File: config.mk
export PLATFORM = sky130hd
export DESIGN_NAME = lsa_ram
export DESIGN_NICKNAME = d
export VERILOG_FILES = /design/src/rtl/lsa_ram.sv
export SDC_FILE = /design/constraint.sdc
export NUM_CORES = 1
export LEC_CHECK = 0
export BUFFER_PORTS_ARGS = -buffer_cell sky130_fd_sc_hd__clkbuf_2
export CORE_ASPECT_RATIO = 1.25
export CORE_UTILIZATION = 65
export CTS_CLUSTER_SIZE = 12
export DETAILED_ROUTE_END_ITERATION = 6
export GPL_TIMING_DRIVEN = 0
export PLACE_DENSITY = 0.95
export SLEW_MARGIN = 5
export SYNTH_ARGS = -nofsm -noshare
export SYNTH_HDL_FRONTEND = slang
export SYNTH_SLANG_ARGS = --single-unit
File: constraint.sdc
create_clock -name clock -period 5.55 [get_ports clock]
set_clock_uncertainty 0.15 [all_clocks]
set_input_delay 0.555 -clock clock [delete_from_list [all_inputs] [get_ports clock]]
set_output_delay 0.555 -clock clock [all_outputs]
set_load 0.05 [all_outputs]
File: src/rtl/lsa_ram.sv
// lsa_ram: generic simple dual-port RAM, one write and one read port,
// read data registered. No dependencies.

module lsa_ram #(
   parameter int WIDTH = 8,
   parameter int DEPTH = 16
) (
   input  logic                     clock,
   input  logic                     wr_en,
   input  logic [$clog2(DEPTH)-1:0] wr_addr,
   input  logic [WIDTH-1:0]         wr_data,
   input  logic                     rd_en,
   input  logic [$clog2(DEPTH)-1:0] rd_addr,
   output logic [WIDTH-1:0]         rd_data
);

   logic [WIDTH-1:0] mem_ff [DEPTH];
   logic [WIDTH-1:0] rd_data_ff;

   // write port and registered read port
   always_ff @(posedge clock) begin
      if (wr_en) begin
         mem_ff[wr_addr] <= wr_data;
      end
      if (rd_en) begin
         rd_data_ff <= mem_ff[rd_addr];
      end
   end

   assign rd_data = rd_data_ff;

endmodule

Word level (Yosys, flattened, before mapping):

Memories as Yosys holds them, arrays and structs flattened. A register that Yosys moved wholly into a read port is not among the register bits.
Cells that the tools add are included.

* flip-flop bits (word level): 0
* bits in latches: 0
* RAM bits: 128
* memory bits (read-only): 0
* bits of input ports: 19
* output and inout port bits: 8
* word-level logic and storage cells: 3
* memories kept: 1

Memories
* mem_ff: depth 16, width 8, rd ports 1, clocked after Yosys merged registers in 1, write ports 1, RTL line 17 `logic [WIDTH-1:0] mem_ff [DEPTH];`

* add/subtract/negate cells: 0
* multipliers: 0
* div/mod/pow operators: 0
* magnitude comparators: 0
* equality and inequality tests: 0
* shifts and indexed selects: 0
* muxes and demuxes: 2
* bitwise operators: 0
* reduce and logical (&&, ||, !) cells: 0

Operators by type and width (number)
* 1-bit 2-to-1 mux: 2

Longest topological paths before layout:

Gate-level depths: netlist of run 1.

* depth in word-level cells: 2
* depth in mapped cells: 5

Worst setup path after synthesis of run 1:

OpenSTA, ideal clock, no wires.

* path type: input-to-reg
* start point: input port wr_addr[2]
* end point: memory mem_ff[0][0], enable pin
* library setup time: 0.383 ns
* data arrival time: 1.665 ns
* data required time: 5.017 ns
* path slack: 3.352 ns
* stages on the path: 2
* path buffers: 0
* cell sequence: or3b_2 nor3_1

RTL lines
* from (decl): RTL line 10 `input logic [$clog2(DEPTH)-1:0] wr_addr,`
* to (decl): RTL line 17

No word-level cell before the write port.

Final worst setup path of run 1:

* start point: input port wr_addr[2]
* end point: memory mem_ff[8][6], enable pin

No word-level cell before the write port.

==> run_results.csv, run 1 <==
group,metric,value,unit
critical_path,critPathMaxFanout,8,
final_layout,num-fill-cells,366,
placed_design,placement.io_buffers,25,
detailed_routing,vias,2565,
sta,setup_tns,0,ns
floorplanning,initial_core_util,67.1,%
synth,yosys-top-cells-area,"edfxtp_1 78%, mux4_2 7.8%, mux4_1 7.0%",
detailed_routing,drc,0,
placed_design,gp_congestion,0.766,
final_layout,num-nets-final,292,
floorplanning,chipHeight,102,um
global_routing,grt_max_degree,17,
clock_tree,cts_setup_buffers,0,
global_routing,grt_pass1_wl,15400,um
critical_path,worstSetupStartpoint,"wr_addr[2]",
run_status,status,"finished, final reports clean",
clock_tree,cts_tree,"yes",
worst_hold_path,min_path_type,"in -> reg",
power_and_ir_drop,power.total,2.52,mW
sta,fmax,0.522,GHz
clock_tree,cts_resized,0,
clock_tree,clkTransAtPathRegs,0.06,ns
detailed_routing,avgRoutedWirePerCell,27.8,um
synth,ys_types,18,
power_and_ir_drop,vdd_drop_max,0.355,mV
synth,synth_top_cell_by_area,"edfxtp_1",
synth,syn_area_per_cell,22.8,um2
sta,worst_pin_slew,1.25,ns
critical_path,crit_type,"in -> reg",
sta,layout_min_cycle_time,1.92,ns
run,drv_cap,0,
floorplanning,core_area,7790,um2
detailed_routing,dr.pass1.iters,5,
power_and_ir_drop,powerDensity,412,nW/um2
clock_tree,cts_hold_buf,0,
global_routing,grt_use_total,28.8,%
worst_hold_path,worst_hold_startpoint,"rd_en",
critical_path,required,5.54,ns
clock_tree,cts-htree-levels,4,
floorplanning,ios,27,
clock_tree,cts_buffer_depth,2,
synth,synth_top_area_share,78.1,%
critical_path,start_kind,"input pin",
synth,ys_seq_elements,136,
detailed_routing,routed_wl,10600,um
sta,final-hold-violation-count,0,
floorplanning,die_area,8410,um2
floorplanning,num_rows,36,
final_layout,fin_area,6120,um2
global_routing,grt_antenna_before_repair,0,
final_layout,diodes,0,
global_routing,overflow,0,
global_routing,grt_pass1_vias,2517,
placed_design,placed_area,5470,um2
placed_design,hpwlAfterDp,6120,um
sta,slew_headroom,16.1,%
detailed_routing,ant_nets,0,
final_layout,final_core_util,78.6,%
sta,timing.final.crit_share,34.5,%
synth,ys_warn_count,0,
critical_path,arrival,1.90,ns
clock_tree,cts.sinks,136,
critical_path,worstReg2RegStart,"mem_ff[2][0]",
placed_design,dpl.cell_count,349,
synth,syn-cell-area,5230,um2
critical_path,setup.worst_path.end_class,"register",
clock_tree,numCtsBuffers,17,
final_layout,syn_to_final_growth,17.1,%
detailed_routing,viasPerCell,6.73,
final_layout,stdcell_count,381,
clock_tree,clock_latency,0.53,ns
sta,setup_viol,0,
clock_tree,cts-root-buf,"clkbuf_8",
power_and_ir_drop,p_leak,2.06,nW
sta,rsz0062_at_grt,"no",
synth,syn_nets,248,
floorplanning,dieWidth,82.2,um
final_layout,drive_above_1_share,29.0,%
synth,synthCells,229,
detailed_routing,drt-initial-drc-count,309,
synth,ys_seq_area_share,78.1,%
sta,drv_slew,0,
==> worst max-delay path, cell delays in order <==
cell and delay [ns]:
clkbuf_2 0.10, nand3b_1 0.25, nor3_1 0.99
==> report_power, final <==
| group | total [mW] | switching (mW) | internal (mW) |
|---|---|---|---|
| sequential | 1.16 | 0.00648 | 1.16 |
| combinational | 0.126 | 0.0818 | 0.0444 |
| clock | 1.23 | 0.414 | 0.816 |
==> worst paths after layout <==
kind	to	slack (ns)	cells past startpoint
setup / recovery	mem_ff[8][6]	3.63	3
hold / removal	rd_data[1]	0.23	1
hold reg to reg	rd_data[4]	0.63	3
setup reg to reg	rd_data[0]	3.72	3
==> registers in the layout, indices dropped and copies added (netlist names) <==
name	flops
mem_ff	128
rd_data	8
==> cell usage in the layout, fill, tap and decap left out, types with 2 or more instances in the layout <==
cell,n
edfxtp_1,136
clkbuf_2,25
mux4_2,18
a22oi_1,16
clkbuf_16,16
mux4_1,14
nor2_1,13
nand2_1,9
bufinv_16,6
buf_6,3
buf_2,3
clkdlybuf4s25_2,3
nor3_1,3
clkinv_1,3
clkinvlp_4,3
nand3b_1,2
nand2b_1,2
==> stage by stage <==
stage / hold slack (ns) / worst slack (ns)
after floorplan: 0.504 / 3.35
after global placement: 0.580 / 2.89
after detailed placement: 0.599 / 2.80
after CTS: 0.220 / 3.34
after global routing: 0.235 / 3.51
final: 0.234 / 3.63
==> cell families (layout without fill, tap and decap cells) <==
kind of cell,count (synthesis),after routing,synth area share (%)
DFF,136,136,78.1
buffers and inverters,10,67,1.65
muxes,32,32,14.8
AOI/OAI and AO/OA,16,16,2.30
and+or+nand+nor,35,35,3.14
==> synthesized netlist by cell type <==
| cell type | count |
|---|---|
| nand3_1 | 1 |
| buf_6 | 3 |
| clkdlybuf4s25_2 | 3 |
| nor2_1 | 13 |
| a22oi_1 | 16 |
| buf_2 | 3 |
| nand2_1 | 9 |
| mux4_1 | 14 |
| nor3_1 | 4 |
| mux4_2 | 18 |
| nand2b_1 | 2 |
| nor2b_1 | 1 |
| edfxtp_1 | 136 |
| and2_1 | 1 |
| or3b_2 | 1 |
| nand3b_1 | 2 |
| and2b_1 | 1 |
| buf_4 | 1 |
==> routing by layer <==
metal / vias up / track usage [%] / part of all wire [%]
met4: 0 / 13.0 / 3.0
met1: 1332 / 42.1 / 41
li1: 1074 / - / -
met2: 137 / 39.9 / 49
met5: - / 0 / 0
met3: 22 / 9.82 / 6.9
==> cell type report <==
cell class	instances	area [um2]	share of cell area (%)
tap	95	119	1.94
sequential	136	4080	66.7
clock inverter	14	228	3.72
clock buffer	18	418	6.83
multi-input combinational	83	1060	17.4
timing repair buffer	25	125	2.04
buffer	10	86.3	1.41
No activity file was read; power rests on OpenSTA's default activity.
==> run 2: changes to the inputs <==
CORE_UTILIZATION = 60   (was 65)
PLACE_DENSITY = 0.9   (was 0.95)
clock period = 2.01 ns   (was 5.55 ns; I/O delays follow)
==> run 2 against run 1 <==
  * Flip-flop and latch count did not move
  * Register-to-register slack worse by 3.4 ns
  * Combinational power grew to 2.8 times the previous value
  * Largest power group is now registers
  * Critical path type is now reg -> reg
  * Sequential share of layout area down 0.082 points
  * Critical endpoint is now rd_data[0]
  * Critical path depth is the same
  * Largest cell class unchanged
==> run_results.csv, run 2 (synthesized netlist as in run 1, its figures left out) <==
group,metric,value,unit
sta,holdWs,0.0307,ns
final_layout,final_common_cell,"edfxtp_1",
detailed_routing,ant_nets,0,
final_layout,layout_common_cells,"136 x edfxtp_1, 25 x clkbuf_2, 18 x mux4_2",
run_status,status,"finished, final reports clean",
critical_path,critPathMaxFanout,1,
power_and_ir_drop,power.total,6.59,mW
placed_design,placement.io_buffers,25,
clock_tree,numCtsBuffers,17,
critical_path,arrival,1.81,ns
detailed_routing,drt-initial-drc-count,322,
clock_tree,cts_tree,"yes",
critical_path,path_cells,"mux4_1, a22oi_1, nand2_1",
final_layout,diodes,0,
floorplanning,num_rows,37,
detailed_routing,viasPerCell,6.50,
floorplanning,initial_core_util,62.7,%
final_layout,syn_to_final_growth,17.3,%
run,drv_cap,0,
clock_tree,cts_buffer_depth,2,
detailed_routing,dr.pass1.iters,5,
critical_path,setup.worst_path.end_class,"register",
sta,setup_viol,0,
clock_tree,clkTransAtPathRegs,0.06,ns
critical_path,slowest_stage,"mux4_1",
critical_path,worst-r2r-setup-slack,0.31,ns
detailed_routing,drc,0,
final_layout,top_register,"mem_ff",
worst_hold_path,worst_hold_startpoint,"wr_data[0]",
sta,timing.final.crit_share,84.8,%
sta,drv_slew,0,
clock_tree,cts_setup_buffers,0,
global_routing,grt_pass1_wl,14900,um
detailed_routing,avgRoutedWirePerCell,25.3,um
sta,slew_headroom,12.4,%
final_layout,drive_above_1_share,27.3,%
critical_path,required,2.11,ns
critical_path,crit_type,"reg -> reg",
clock_tree,cts-htree-levels,4,
final_layout,num-fill-cells,443,
sta,layout_min_cycle_time,1.70,ns
sta,fmax,0.587,GHz
sta,worst_pin_slew,1.30,ns
worst_hold_path,min_path_type,"in -> reg",
detailed_routing,vias,2534,
global_routing,grt_max_degree,17,
detailed_routing,routed_wl,9880,um
power_and_ir_drop,powerDensity,1070,nW/um2
sta,setup_tns,0,ns
floorplanning,core_area,8330,um2
critical_path,worstReg2RegStart,"mem_ff[1][0]",
floorplanning,dieWidth,85.5,um
critical_path,slowest_delay,0.52,ns
sta,final-hold-violation-count,0,
placed_design,hpwlAfterDp,5720,um
floorplanning,die_area,9090,um2
final_layout,num-nets-final,299,
power_and_ir_drop,p_leak,2.08,nW
placed_design,dp_slack,-0.400,ns
critical_path,reg2reg_depth,3,
critical_path,reg2reg_to,"rd_data[0]",
global_routing,grt_antenna_before_repair,0,
clock_tree,cts_resized,0,
global_routing,overflow,0,
final_layout,largest_reg_flops,128,
power_and_ir_drop,vdd_drop_max,0.743,mV
sta,worst_slack,0.306,ns
critical_path,start_kind,"register",
clock_tree,cts.sinks,136,
floorplanning,chipHeight,106,um
global_routing,grt_use_total,24.6,%
critical_path,cp-endpoint,"rd_data[0]",
clock_tree,clock_latency,0.52,ns
floorplanning,ios,27,
critical_path,worstSetupStartpoint,"mem_ff[1][0]",
sta,rsz0062_at_grt,"no",
global_routing,grt_pass1_vias,2468,
placed_design,gp_congestion,0.768,
clock_tree,cts-root-buf,"clkbuf_8",
-- run 2: cell types whose count changed in the layout (fill, tap and decap cells not counted), sizes merged --
cell	delta
clkinv	+5
clkinvlp	-3
bufinv	-2
inv	-1
dlygate4sd3	+7
clkbuf	+1
-- run 2: critical path: cells and delay by family (launching register included) --
kind | cells | cell delay (ns)
AO/OA/AOI/OAI | 1 | 0.29
AND/OR/NAND/NOR | 1 | 0.11
flip-flops | 1 | 0.38
multiplexers | 1 | 0.52
-- run 2: worst min-delay path by stage --
stage,endpoint,depth (start not counted),slack (ns)
final,mem_ff[11][0],1,0.03
after CTS,mem_ff[10][0],1,0.002
after detailed placement,rd_data[3],1,0.40
after global placement,rd_data[2],1,0.40
after global routing,mem_ff[12][2],1,0.03
after floorplan,mem_ff[0][0],0,0.15
-- run 2: report_power, final --
group	switching (mW)	leakage (nW)	internal, mW	total, mW
Clock	1.04	0.287	1.98	3.02
Sequential	0.0164	1.24	3.20	3.21
Combinational	0.221	0.553	0.131	0.353
Total	1.28	2.08	5.31	6.59
-- run 2: stage by stage --
stage,utilization [%],instances,instance area (um2)
finish,73.6,390,6130
global route,73.6,390,6130
CTS,73.5,390,6120
detailed placement,65.7,351,5470
global placement,65.7,351,5470
floorplan,-,229,5230
-- run 2: final cells by class --
type                    instances  area (um2)  area share [%]
repair buffers                 32         195            3.18
multi-input cells              83        1060            17.3
clock inverters                13         159            2.59
flip-flops and latches        136        4080            66.6
clock buffers                  19         422            6.88
well taps                      97         121            1.98
plain buffers                  10        86.3            1.41
-- run 2: routing by layer --
metal | wire length (um) | GRT usage (%) | vias up
li1 | - | - | 1090
met1 | 3990 | 35.5 | 1282
met2 | 4920 | 36.3 | 152
met3 | 815 | 6.60 | 10
met4 | 153 | 9.88 | 0
met5 | 0 | 0 | -
-- run 2: timing repair --
action                                  in CTS  in global routing
hold buffers                                 7                  0
hold endpoints to repair                    93                  0
endpoints found under the setup margin       0                  0
